<file path="src/rtl/core/fpa_pkg.sv">
// Shared types, opcodes and constants for the 16.16 fixed-point ALU.
// No dependencies; fpa_front, fpa_div_step and the ALU core import this package.
`default_nettype none
package fpa_pkg;

  typedef enum logic [2:0] {
    OP_MUL         = 3'd0,
    OP_DIV         = 3'd1,
    OP_RATIO       = 3'd2,
    OP_ROUND       = 3'd3,
    OP_FIX_TO_INT  = 3'd4,
    OP_INT_TO_FIX  = 3'd5,
    OP_FIX_TO_FRAC = 3'd6,
    OP_FRAC_TO_FIX = 3'd7
  } op_t;

  localparam int unsigned FIX_SHIFT  = 16;
  localparam int unsigned FRAC_SHIFT = 14;
  localparam logic [31:0] HALF_ONE   = 32'h0000_8000;
  localparam logic [31:0] SAT_POS    = 32'h7FFF_FFFF;
  localparam logic [31:0] SAT_NEG    = 32'h8000_0000;

  // one quotient bit per stage over the 48-bit shifted dividend
  localparam int unsigned DIV_STEPS  = 32 + FIX_SHIFT;
  localparam int unsigned LAST       = DIV_STEPS + 1;

  typedef struct packed {
    logic        valid;
    op_t         op;
    logic [31:0] res;    // simple or multiply result
    logic        msgn;   // product sign
    logic [31:0] am;
    logic [31:0] bm;
    logic [63:0] prod;
    logic        nneg;
    logic        qsgn;   // quotient sign
    logic        dz;
    logic [31:0] dmag;
    logic [31:0] rem;
    logic [31:0] dvd;    // dividend bits not yet shifted in
    logic [31:0] quo;
  } stage_t;

endpackage
`default_nettype wire

</file>
<file path="src/rtl/core/fpa_div_step.sv">
// One restoring-division step: shifts in a dividend bit, yields one quotient bit.
// Depends on fpa_pkg.
`default_nettype none
module fpa_div_step (
  input  wire fpa_pkg::stage_t d,
  output fpa_pkg::stage_t      q
);
  import fpa_pkg::*;

  logic [32:0] trial;
  logic        take;

  always_comb begin
    trial = {d.rem, d.dvd[31]};
    take  = (trial >= {1'b0, d.dmag});
    q     = d;
    q.rem = take ? 32'(trial - {1'b0, d.dmag}) : trial[31:0];
    q.dvd = {d.dvd[30:0], 1'b0};
    q.quo = {d.quo[30:0], take};
  end
endmodule
`default_nettype wire

</file>
<file path="config.mk">
export PLATFORM = sky130hd
export DESIGN_NAME = fpa_div_step
export DESIGN_NICKNAME = d
export VERILOG_FILES = /design/src/rtl/core/fpa_pkg.sv /design/src/rtl/core/fpa_div_step.sv
export SDC_FILE = /design/constraint.sdc
export NUM_CORES = 1
export LEC_CHECK = 0
export BUFFER_PORTS_ARGS = -buffer_cell sky130_fd_sc_hd__buf_2
export CAP_MARGIN = 5
export CORE_AREA = 8 8 222 224
export DETAILED_ROUTE_END_ITERATION = 7
export DIE_AREA = 0 0 230 232
export GPL_TIMING_DRIVEN = 0
export PLACE_DENSITY = 0.43
export SYNTH_ARGS = -nofsm -noshare
export SYNTH_HDL_FRONTEND = slang
export SYNTH_SLANG_ARGS = --single-unit
export TNS_END_PERCENT = 20
</file>
<file path="constraint.sdc">
create_clock -name vclk -period 7.39
set_input_delay 0.739 -clock vclk [all_inputs]
set_output_delay 0.739 -clock vclk [all_outputs]
set_load 0.005 [all_outputs]
</file>
# Yosys cells after proc, flatten, opt, wreduce, memory -nomap -nowiden

Cells that the tools add are included.

Magnitude comparators: 1
Div/mod/pow operators: 0
Add/sub/neg operators: 1
Eq/ne operators: 0
Mux-type cells: 1
$mul: 0
Shift operators: 0
Reduce and logical (&&, ||, !) cells: 0
Bitwise logic cells: 0

Operators with widths:

| operator       | number |
|---|---|
| $ge 33x32->1   | 1 |
| $mux 32        | 1 |
| $sub 32x32->32 | 1 |

Memory bits (read-only): 0
Memories kept: 0
Latch bits: 0
Memory bits (writable): 0
Output and inout bits: 296
Logic and storage cells: 3
Register bits after elaboration: 0

# Depth between registers and ports, before layout

Depth in word-level cells: 2
Gate-level depth with buffers: 14
Depth with buffers taken out: 11

# Worst setup path before layout

Ideal clock, no wire load.

Path kind: input to output
Start: in d[103] (netlist bit)
End: out q[85] (netlist bit)
Arrival: 3129 ps
Path slack: 3522 ps
Cell stages on the path: 13
Path through: inv_1 -> ha_1 -> a21oi_2 -> a211oi_1 -> or3_4 -> nor4b_4 -> o21ai_2 -> a31oi_4 -> o21a_4 -> inv_2 -> buf_6 -> buf_12 -> mux2_4

RTL lines:

| item        | RTL line          | text |
|---|---|---|
| from (decl) | fpa_div_step.sv:5 | `input wire fpa_pkg::stage_t d,` |
| to (decl)   | fpa_div_step.sv:6 | `output fpa_pkg::stage_t q` |

==> out/results.ini <==
[sta]
fin_crit_sh_pct=67.30
rsz0062_at_grt=false
fmax_ghz=0.2011
slew_headroom_pct=51.23
worst_slack_ns=2.416
min_period_ns=4.974
worst_pin_slew_ns=0.7253
setup_viol=0
slew_violations=0
hold_viol_final=0
fin_tns_setup_ns=0

[yosys]
yosysSeqAreaShare_pct=0
synthCells=588
postSynthAreaPerCell_um2=7.341
yosysWarnings=0
netlist_area_mm2=0.004317
syn-num-nets=917
yosysUniqueCellTypes=52

[run_status]
status=finished clean

[cts]
post_cts_resize_count=0
hold_buffers=0
post_cts_buffers=0

[floorplan]
coreArea_mm2=0.04586
start_util_pct=9.412
die_y_um=232
rows=79
die_x_um=230
io_pins=592
dieArea_mm2=0.05336

[routing]
route.detailed.drc=0
wl_um=24210
routed-via-count=4862
firstDrtPassIters=6
wl_per_cell_um=15.56
postRouteAntennaNets=0
drt_iter0_drc=129
vias_per_cell=3.125

[pwr]
ir_drop_mv=0.01967
power_density_mw_per_mm2=74.59
leakage_nw=3.837

[cells_and_area]
design_area_mm2=0.006880
final_cells=1556
fillers=5324
area_growth_pct=59.39
clkbuf_count=0
drive_above_1_share_pct=70.57
ff_latch_area_um2=0
design.seq.count=0
finalNetCount=1279

[grt]
grt_pass1_wl_um=33390
grt_overflow=0
grt_max_degree=11
grt.total_usage_pct=8.032
antenna_found_initial=2
grt_pass1_vias=5244

[placement]
gp_congestion=0.7886
io_buffers=360
dp.cells=1555
placed_area_mm2=0.006878
post-place-ws_ns=2.166
hpwlAfterDp_um=22940

[flow_run]
max_cap_violations=0

[min_path]
hold-path-endpoint=q[154]
whs_path_depth=2
hold_path.startpoint=d[154]
min_path_type=primary input to primary output

[critical_path]
endpoint_kind=primary output
start_kind=primary input
arrival_ns=4.23
crit_type=primary input to primary output
critPathRequiredTime_ns=6.65
crit_fanout=10

-- critical path, cell delays in order --
cell and delay (ns):
buf_2 0.09, inv_1 0.04, ha_1 0.25, clkbuf_1 0.26
nand4_1 0.27, nor3_1 0.59, o211ai_1 0.24, nor4b_4 0.22
o21ai_2 0.19, a31oi_4 0.14, o21a_4 0.30, inv_2 0.08
buf_2 0.30, mux2_2 0.37, buf_2 0.15
-- kinds of logic (layout without fill, tap and decap cells) --
| group | Yosys count | count (layout) | synth area share, % |
|---|---|---|---|
| simple gates | 89 | 89 | 10.49 |
| buf+inv | 318 | 678 | 51.22 |
| fa+ha+maj | 33 | 33 | 9.739 |
| xor+xnor | 26 | 26 | 5.275 |
| mux | 32 | 32 | 9.044 |
| other cells | 1 | 2 | 0.08687 |
| compound gates | 89 | 89 | 14.15 |
-- cell usage in the layout (no fill, tap or decap), types with 2 or more instances in the layout --
master and instances:
inv_1 40, ha_1 32, a221oi_1 2, nor3b_1 3
o2111ai_1 2, xor2_1 8, nand4_1 9, a211oi_1 3
o41ai_1 2, mux2_2 20, clkbuf_1 9, nor4_1 2
and2_1 2, a31o_2 3, nor2_1 23, a21o_1 9
o21bai_1 4, buf_4 264, mux2i_1 3, and3_1 3
a21oi_1 26, xnor2_1 18, o21a_1 4, nand3_1 7
a21boi_0 3, nor3_1 6, o21ai_0 13, nand2_1 24
nor2b_1 6, a31oi_1 5, o211ai_1 3, buf_2 362
mux2_4 9
-- per-stage QoR --
stage / total power, mW / hold slack [ns] / utilization (%)
final: 0.5132 / 1.645 / 15.00
after global routing: 0.5703 / 1.649 / 15.00
after CTS: 0.5319 / 1.647 / 15.00
after detailed placement: 0.5292 / 1.648 / 15.00
after global placement: 0.5293 / 1.649 / 15.00
after floorplan: 0.3140 / 1.559 / -
-- synthesized netlist by cell type (4+ instances only) --
library cell | count | share of area [%]
nand4_1 | 9 | 1.3
nor3_1 | 6 | 0.70
a21o_1 | 9 | 1.6
inv_1 | 40 | 3.5
o21a_1 | 4 | 0.70
nand3_1 | 7 | 0.81
a21oi_1 | 26 | 3.0
mux2_2 | 20 | 5.2
buf_4 | 264 | 46
xor2_1 | 8 | 1.6
nor2_1 | 23 | 2.0
nand2_1 | 24 | 2.1
ha_1 | 32 | 9.3
o21ai_0 | 13 | 1.5
xnor2_1 | 18 | 3.7
nor2b_1 | 6 | 0.87
clkbuf_1 | 9 | 0.78
mux2_4 | 9 | 3.1
a31oi_1 | 5 | 0.72
o21bai_1 | 4 | 0.70
-- how the worst max path moves through the flow --
stage            end  slack [ns]    from  depth (start not counted)
5_1_grt        q[78]        1.95  d[106]                         15
2_1_floorplan  q[85]        3.52  d[103]                         13
4_1_cts        q[82]        2.14  d[106]                         15
3_3_place_gp   q[81]        2.14  d[106]                         15
3_5_place_dp   q[82]        2.17  d[106]                         15
6_report       q[82]        2.42  d[106]                         15
-- where the power goes --
part	internal, mW	total (mW)	leakage, nW	switching [mW]
logic	0.282	0.513	3.84	0.232
clock network	0.0000000181	0.0000000181	0.00000634	0
registers	0	0	0	0
-- routing by layer --
layer	part of all wire, %	up-vias	GRT usage, %
met5	0.070	-	0
met4	0.40	2	0.2772
met3	8.1	6	2.077
met2	54	284	15.88
met1	38	2156	8.885
li1	-	2414	-
-- cell type report --
cell class	count	area [µm²]	share of cell area [%]
repair buffers	360	1802	26.19
inverters	41	153.9	2.237
plain buffers	277	2057	29.90
well taps	607	759.5	11.04
multi-input cells	270	2106	30.61
diodes	1	2.502	0.03637
(Power assumes the default switching activity.)
