<file path="src/rtl/core/fpa_pkg.sv">
// Shared types, opcodes and constants for the 16.16 fixed-point ALU.
// No dependencies; fpa_front, fpa_div_step and the ALU core import this package.
`default_nettype none
package fpa_pkg;

  typedef enum logic [2:0] {
    OP_MUL         = 3'd0,
    OP_DIV         = 3'd1,
    OP_RATIO       = 3'd2,
    OP_ROUND       = 3'd3,
    OP_FIX_TO_INT  = 3'd4,
    OP_INT_TO_FIX  = 3'd5,
    OP_FIX_TO_FRAC = 3'd6,
    OP_FRAC_TO_FIX = 3'd7
  } op_t;

  localparam int unsigned FIX_SHIFT  = 16;
  localparam int unsigned FRAC_SHIFT = 14;
  localparam logic [31:0] HALF_ONE   = 32'h0000_8000;
  localparam logic [31:0] SAT_POS    = 32'h7FFF_FFFF;
  localparam logic [31:0] SAT_NEG    = 32'h8000_0000;

  // one quotient bit per stage over the 48-bit shifted dividend
  localparam int unsigned DIV_STEPS  = 32 + FIX_SHIFT;
  localparam int unsigned LAST       = DIV_STEPS + 1;

  typedef struct packed {
    logic        valid;
    op_t         op;
    logic [31:0] res;    // simple or multiply result
    logic        msgn;   // product sign
    logic [31:0] am;
    logic [31:0] bm;
    logic [63:0] prod;
    logic        nneg;
    logic        qsgn;   // quotient sign
    logic        dz;
    logic [31:0] dmag;
    logic [31:0] rem;
    logic [31:0] dvd;    // dividend bits not yet shifted in
    logic [31:0] quo;
  } stage_t;

endpackage
`default_nettype wire

</file>
<file path="src/rtl/core/fpa_front.sv">
// Input decode: simple shift results, multiply and divide magnitudes.
// Depends on fpa_pkg.
`default_nettype none
module fpa_front (
  input  wire logic [2:0]  opcode,
  input  wire logic [31:0] a,
  input  wire logic [31:0] b,
  output fpa_pkg::stage_t  st
);
  import fpa_pkg::*;

  logic [31:0] num, den, rnd;

  always_comb begin
    num = (op_t'(opcode) == OP_RATIO) ? {{16{a[15]}}, a[15:0]} : a;
    den = (op_t'(opcode) == OP_RATIO) ? {{16{b[15]}}, b[15:0]} : b;
    rnd = a + HALF_ONE;
    st = '0;
    st.op = op_t'(opcode);
    case (op_t'(opcode))
      OP_ROUND:       st.res = $signed(rnd) >>> FIX_SHIFT;
      OP_FIX_TO_INT:  st.res = $signed(a) >>> FIX_SHIFT;
      OP_INT_TO_FIX:  st.res = a << FIX_SHIFT;
      OP_FIX_TO_FRAC: st.res = a << FRAC_SHIFT;
      OP_FRAC_TO_FIX: st.res = $signed(a) >>> FRAC_SHIFT;
      default:        st.res = '0;
    endcase
    st.msgn = a[31] ^ b[31];
    st.am   = a[31] ? (32'd0 - a) : a;
    st.bm   = b[31] ? (32'd0 - b) : b;
    st.nneg = num[31];
    st.qsgn = num[31] ^ den[31];
    st.dz   = (den == 32'd0);
    st.dmag = den[31] ? (32'd0 - den) : den;
    st.dvd  = num[31] ? (32'd0 - num) : num;
    st.rem  = '0;
    st.quo  = '0;
  end
endmodule
`default_nettype wire

</file>
<file path="config.mk">
export PLATFORM = sky130hd
export DESIGN_NAME = fpa_front
export DESIGN_NICKNAME = d
export VERILOG_FILES = /design/src/rtl/core/fpa_pkg.sv /design/src/rtl/core/fpa_front.sv
export SDC_FILE = /design/constraint.sdc
export NUM_CORES = 1
export LEC_CHECK = 0
export BUFFER_PORTS_ARGS = -buffer_cell sky130_fd_sc_hd__buf_2
export CORE_AREA = 5 5 140 142
export DETAILED_ROUTE_END_ITERATION = 6
export DIE_AREA = 0 0 145 147
export GPL_TIMING_DRIVEN = 0
export MAX_ROUTING_LAYER = met4
export PLACE_DENSITY_LB_ADDON = 0.1
export SETUP_SLACK_MARGIN = 0.5
export SLEW_MARGIN = 40
export SYNTH_ARGS = -nofsm -noshare
export SYNTH_HDL_FRONTEND = slang
export SYNTH_SLANG_ARGS = --single-unit
</file>
<file path="constraint.sdc">
create_clock -name vclk -period 1.81
set_input_delay 0.0905 -clock vclk [all_inputs]
set_output_delay 0.0905 -clock vclk [all_outputs]
set_load 0.03 [all_outputs]
</file>
Word-level counts from Yosys, hierarchy flattened
Index checks and enable logic that the tools add are counted.
{"block": "word_totals", "in_bits": 67, "regBits": 0, "output_inout_bits": 296, "elab_cells": 21}
{"block": "op_classes", "add_sub_neg": 5, "mux": 7, "reduce_logical": 1, "n_eq_ne": 6, "bitwise": 2}
{"op": "$mux W32", "n": 6}
{"op": "$pmux W32 S5", "n": 1}
{"op": "$sub A1 B32 Y32 const A", "n": 4}
{"op": "$add A32 B16 Y32 const B", "n": 1}
{"op": "$logic_not A32 Y1", "n": 1}
{"op": "$eq A3 B3 Y1 const B", "n": 4}
{"op": "$eq A3 B2 Y1 const B", "n": 2}
{"op": "$xor A1 B1 Y1", "n": 2}

Depth between registers and ports, before layout
{"block": "depth", "word_depth": 4, "mapped_depth": 8, "ltp_nobuf": 7}

Worst setup path before layout
No wires, ideal clock.
{"block": "synth_path", "kind": "input to output", "from": "input port a[23]", "to": "output port st[62] (netlist name)", "setup_slack_ns": -0.450, "required_time_ns": 1.719, "cell_stages": 6, "n_path_buf": 1, "arrival_time_ns": 2.169, "cell_sequence": "buf_2 or4_4 or4_4 o31ai_2 xnor2_1 and2_1"}
{"item": "start: declaration", "line_no": "fpa_front.sv:6", "source": "input wire logic [31:0] a,"}
{"item": "end: declaration", "line_no": "fpa_front.sv:8", "source": "output fpa_pkg::stage_t st"}

==> key figures <==
Detailed routing
  • First DRT Iteration DRCs: between 200 and 300
  • Post-Route WL: 27080 um
  • Pre-antenna DRT Iters: 4
  • Detail Route Antenna Nets: 0
  • Avg WL per Cell: 18.61 um
  • Vias: 6921
  • Vias per Instance: ~4.8
  • # DRC: 0

Finish
  • Most frequent cells in the layout: buf_4 (224), buf_6 (223), conb_1 (129)
  • Nets: roughly 1300
  • Clock buf count: 0
  • Non-Filler Instances: 1455
  • Reg area: 0 um2
  • FF+latch count: 0
  • Leading cell type in the layout, fill and taps excluded: buf_4
  • Share of cells above drive strength 1: 76.00%
  • Fillers: about 1200
  • Layout area overhead: 183.7%
  • Post-route cell area: 13420 um2
  • Final Util: 73.19%
  • ANT cells: 0
  • Multi-input gate area: between 7000 and 8000 um2

Timing
  • Crit path time final: 2.092 ns
  • Final number of max-transition violations: 0
  • Worst hold slack: roughly 0.43 ns
  • Worst Tran Pin Value: around 0.7 ns
  • Achievable Freq: around 0.48 GHz
  • Final Hold Vio Count: 0
  • Final Cycle Share: 115.6%
  • Final setup viols: 70
  • Worst slew margin relative to its limit: between 50% and 60%
  • RSZ-0062 raised after global routing: yes
  • Setup ws final: -0.2818 ns

Synth
  • Synth Warn #: 0
  • Yosys cell types: 62
  • Mapped Cells: roughly 730
  • Mapped Avg Cell Area: approximately 6.5 um2
  • Register area share after synthesis: 0%
  • Synthesized cell area: roughly 4700 um2

Floorplan
  • Initial Util: around 26%
  • Die W: ~150 um
  • Die Y: roughly 150 um
  • IO Pins: 363
  • CORE AREA: 18330 um2
  • Die Area: between 20000 and 25000 um2
  • FP Rows: 50

Critical path
  • Crit path arrival time: about 2 ns
  • CP Class: input port to primary output
  • CP Max Fanout: 5
  • CP endpoint kind: primary output
  • Worst setup SP type: input port
  • CP required: ~1.7 ns

Global route
  • First-pass GRT wire length: 38620 um
  • Pin count of the biggest net entering global routing: 11
  • Gr usage total: between 20% and 30%
  • Initial antenna violation count: 0
  • Remaining global-route overflow: 0
  • Vias in the first global route: about 6900

Place
  • IO buf count: slightly above 200
  • Pre-CTS WS: -0.7175 ns
  • Post-DP HPWL: ~18000 um
  • Placed instance area: a little over 9000 um2
  • Cell total after placement: about 1300
  • Gpl congestion: a little over 0.8

Power
  • Leakage: 6.057 nW
  • Total power divided by cell area: around 340 nW/um2
  • Max VDD drop: about 0.00027 V

Status
  • Violated checks: negative setup slack
  • Status: finished with violations

Hold path
  • Worst min path class: input port to primary output

Flow run
  • Max_cap viols: 0
## what timing repair did
| item | 4_1_cts | 5_1_grt |
|---|---|---|
| hold buffers | 0 | 0 |
| pin swaps | 145 | 115 |
| setup buffers | 103 | 52 |
| gates resized for setup | 583 | 140 |
| setup endpoints to repair | 159 | 156 |
| cloned | 7 | 0 |
## worst paths after layout
path | start | endpoint | slack [ns] | cells after the start
worst max-delay path | a[25] | st[63] | -0.28 | 6
worst min-delay path | opcode[2] | st[294] | 0.43 | 2
## cell families (layout without fill, tap and decap cells)
logic type | after synthesis | after routing | share of synthesized area [%]
buffers and inverters | 224 | 588 | 29.02
AND/OR/NAND/NOR | 212 | 212 | 24.39
AO/OA/AOI/OAI | 178 | 178 | 24.66
XOR/XNOR | 105 | 105 | 19.44
multiplexers | 5 | 5 | 1.349
adder cells (fa/ha/maj) | 4 | 4 | 1.058
other | 1 | 129 | 0.07929
## cells in the mapped netlist, types with 2 or more instances
library cell / instances / area share [%]
o21a_1: 2 / 0.32
nand3_1: 7 / 0.74
o21ai_0: 44 / 4.7
buf_2: 5 / 0.53
a31oi_1: 2 / 0.26
nor4_2: 2 / 0.53
nand3_2: 2 / 0.42
a21oi_1: 43 / 4.6
buf_1: 13 / 1.0
inv_1: 14 / 1.1
or2_2: 3 / 0.40
or4_4: 2 / 0.48
a221oi_1: 15 / 2.8
nand4_1: 10 / 1.3
o22ai_1: 7 / 0.93
nand2_1: 55 / 4.4
a22o_1: 2 / 0.37
nand2b_1: 9 / 1.2
o211ai_1: 2 / 0.32
xnor2_1: 82 / 15
a22oi_1: 6 / 0.95
ha_1: 4 / 1.1
xor2_1: 23 / 4.3
or3_1: 20 / 2.6
nor3_1: 18 / 1.9
and2_1: 16 / 2.1
and3_1: 4 / 0.53
nor4_1: 8 / 1.1
o31a_1: 2 / 0.37
nor2_1: 38 / 3.0
or4_1: 5 / 0.79
mux2i_1: 3 / 0.63
buf_4: 138 / 22
o41ai_1: 11 / 2.0
or3b_1: 2 / 0.37
clkbuf_1: 53 / 4.2
nor2b_1: 2 / 0.26
o31ai_1: 27 / 4.3
o21ai_1: 5 / 0.53
## area by class of cell
class	count	area share, %
multi-input combinational	633	53.77
tap	234	2.182
inverter	14	0.5409
timing repair buffer	364	28.18
buffer	210	15.32
## layer usage
| metal | routed length (um) | up-vias | GRT usage (%) | part of all wire, % |
|---|---|---|---|---|
| met1 | 10070 | 3333 | 26.20 | 37 |
| met5 | 0 | - | - | 0 |
| met2 | 14870 | 278 | 41.65 | 55 |
| met3 | 1560 | 37 | 3.300 | 5.8 |
| met4 | 588 | 0 | 2.213 | 2.2 |
| li1 | - | 3273 | - | - |
## critical path, cell delays in order
cell and delay, ns:
buf_6 0.10, or4_4 0.57, or4_4 0.46, or3b_4 0.44
nor4_4 0.17, buf_6 0.17
## metrics by stage
stage          power [W]  TNS, ns
3_3_place_gp    0.003503   -36.40
4_1_cts         0.004351   -5.789
5_1_grt         0.004804   -12.28
2_1_floorplan   0.002811   -3.937
6_report        0.004609   -7.314
3_5_place_dp    0.003506   -36.31
## where the power goes
part,internal (W),switching (W)
Combinational,0.00204,0.00257
Sequential,0,0
Clock,0,0
Total,0.00204,0.00257
No activity file was read; power rests on OpenSTA's default activity.
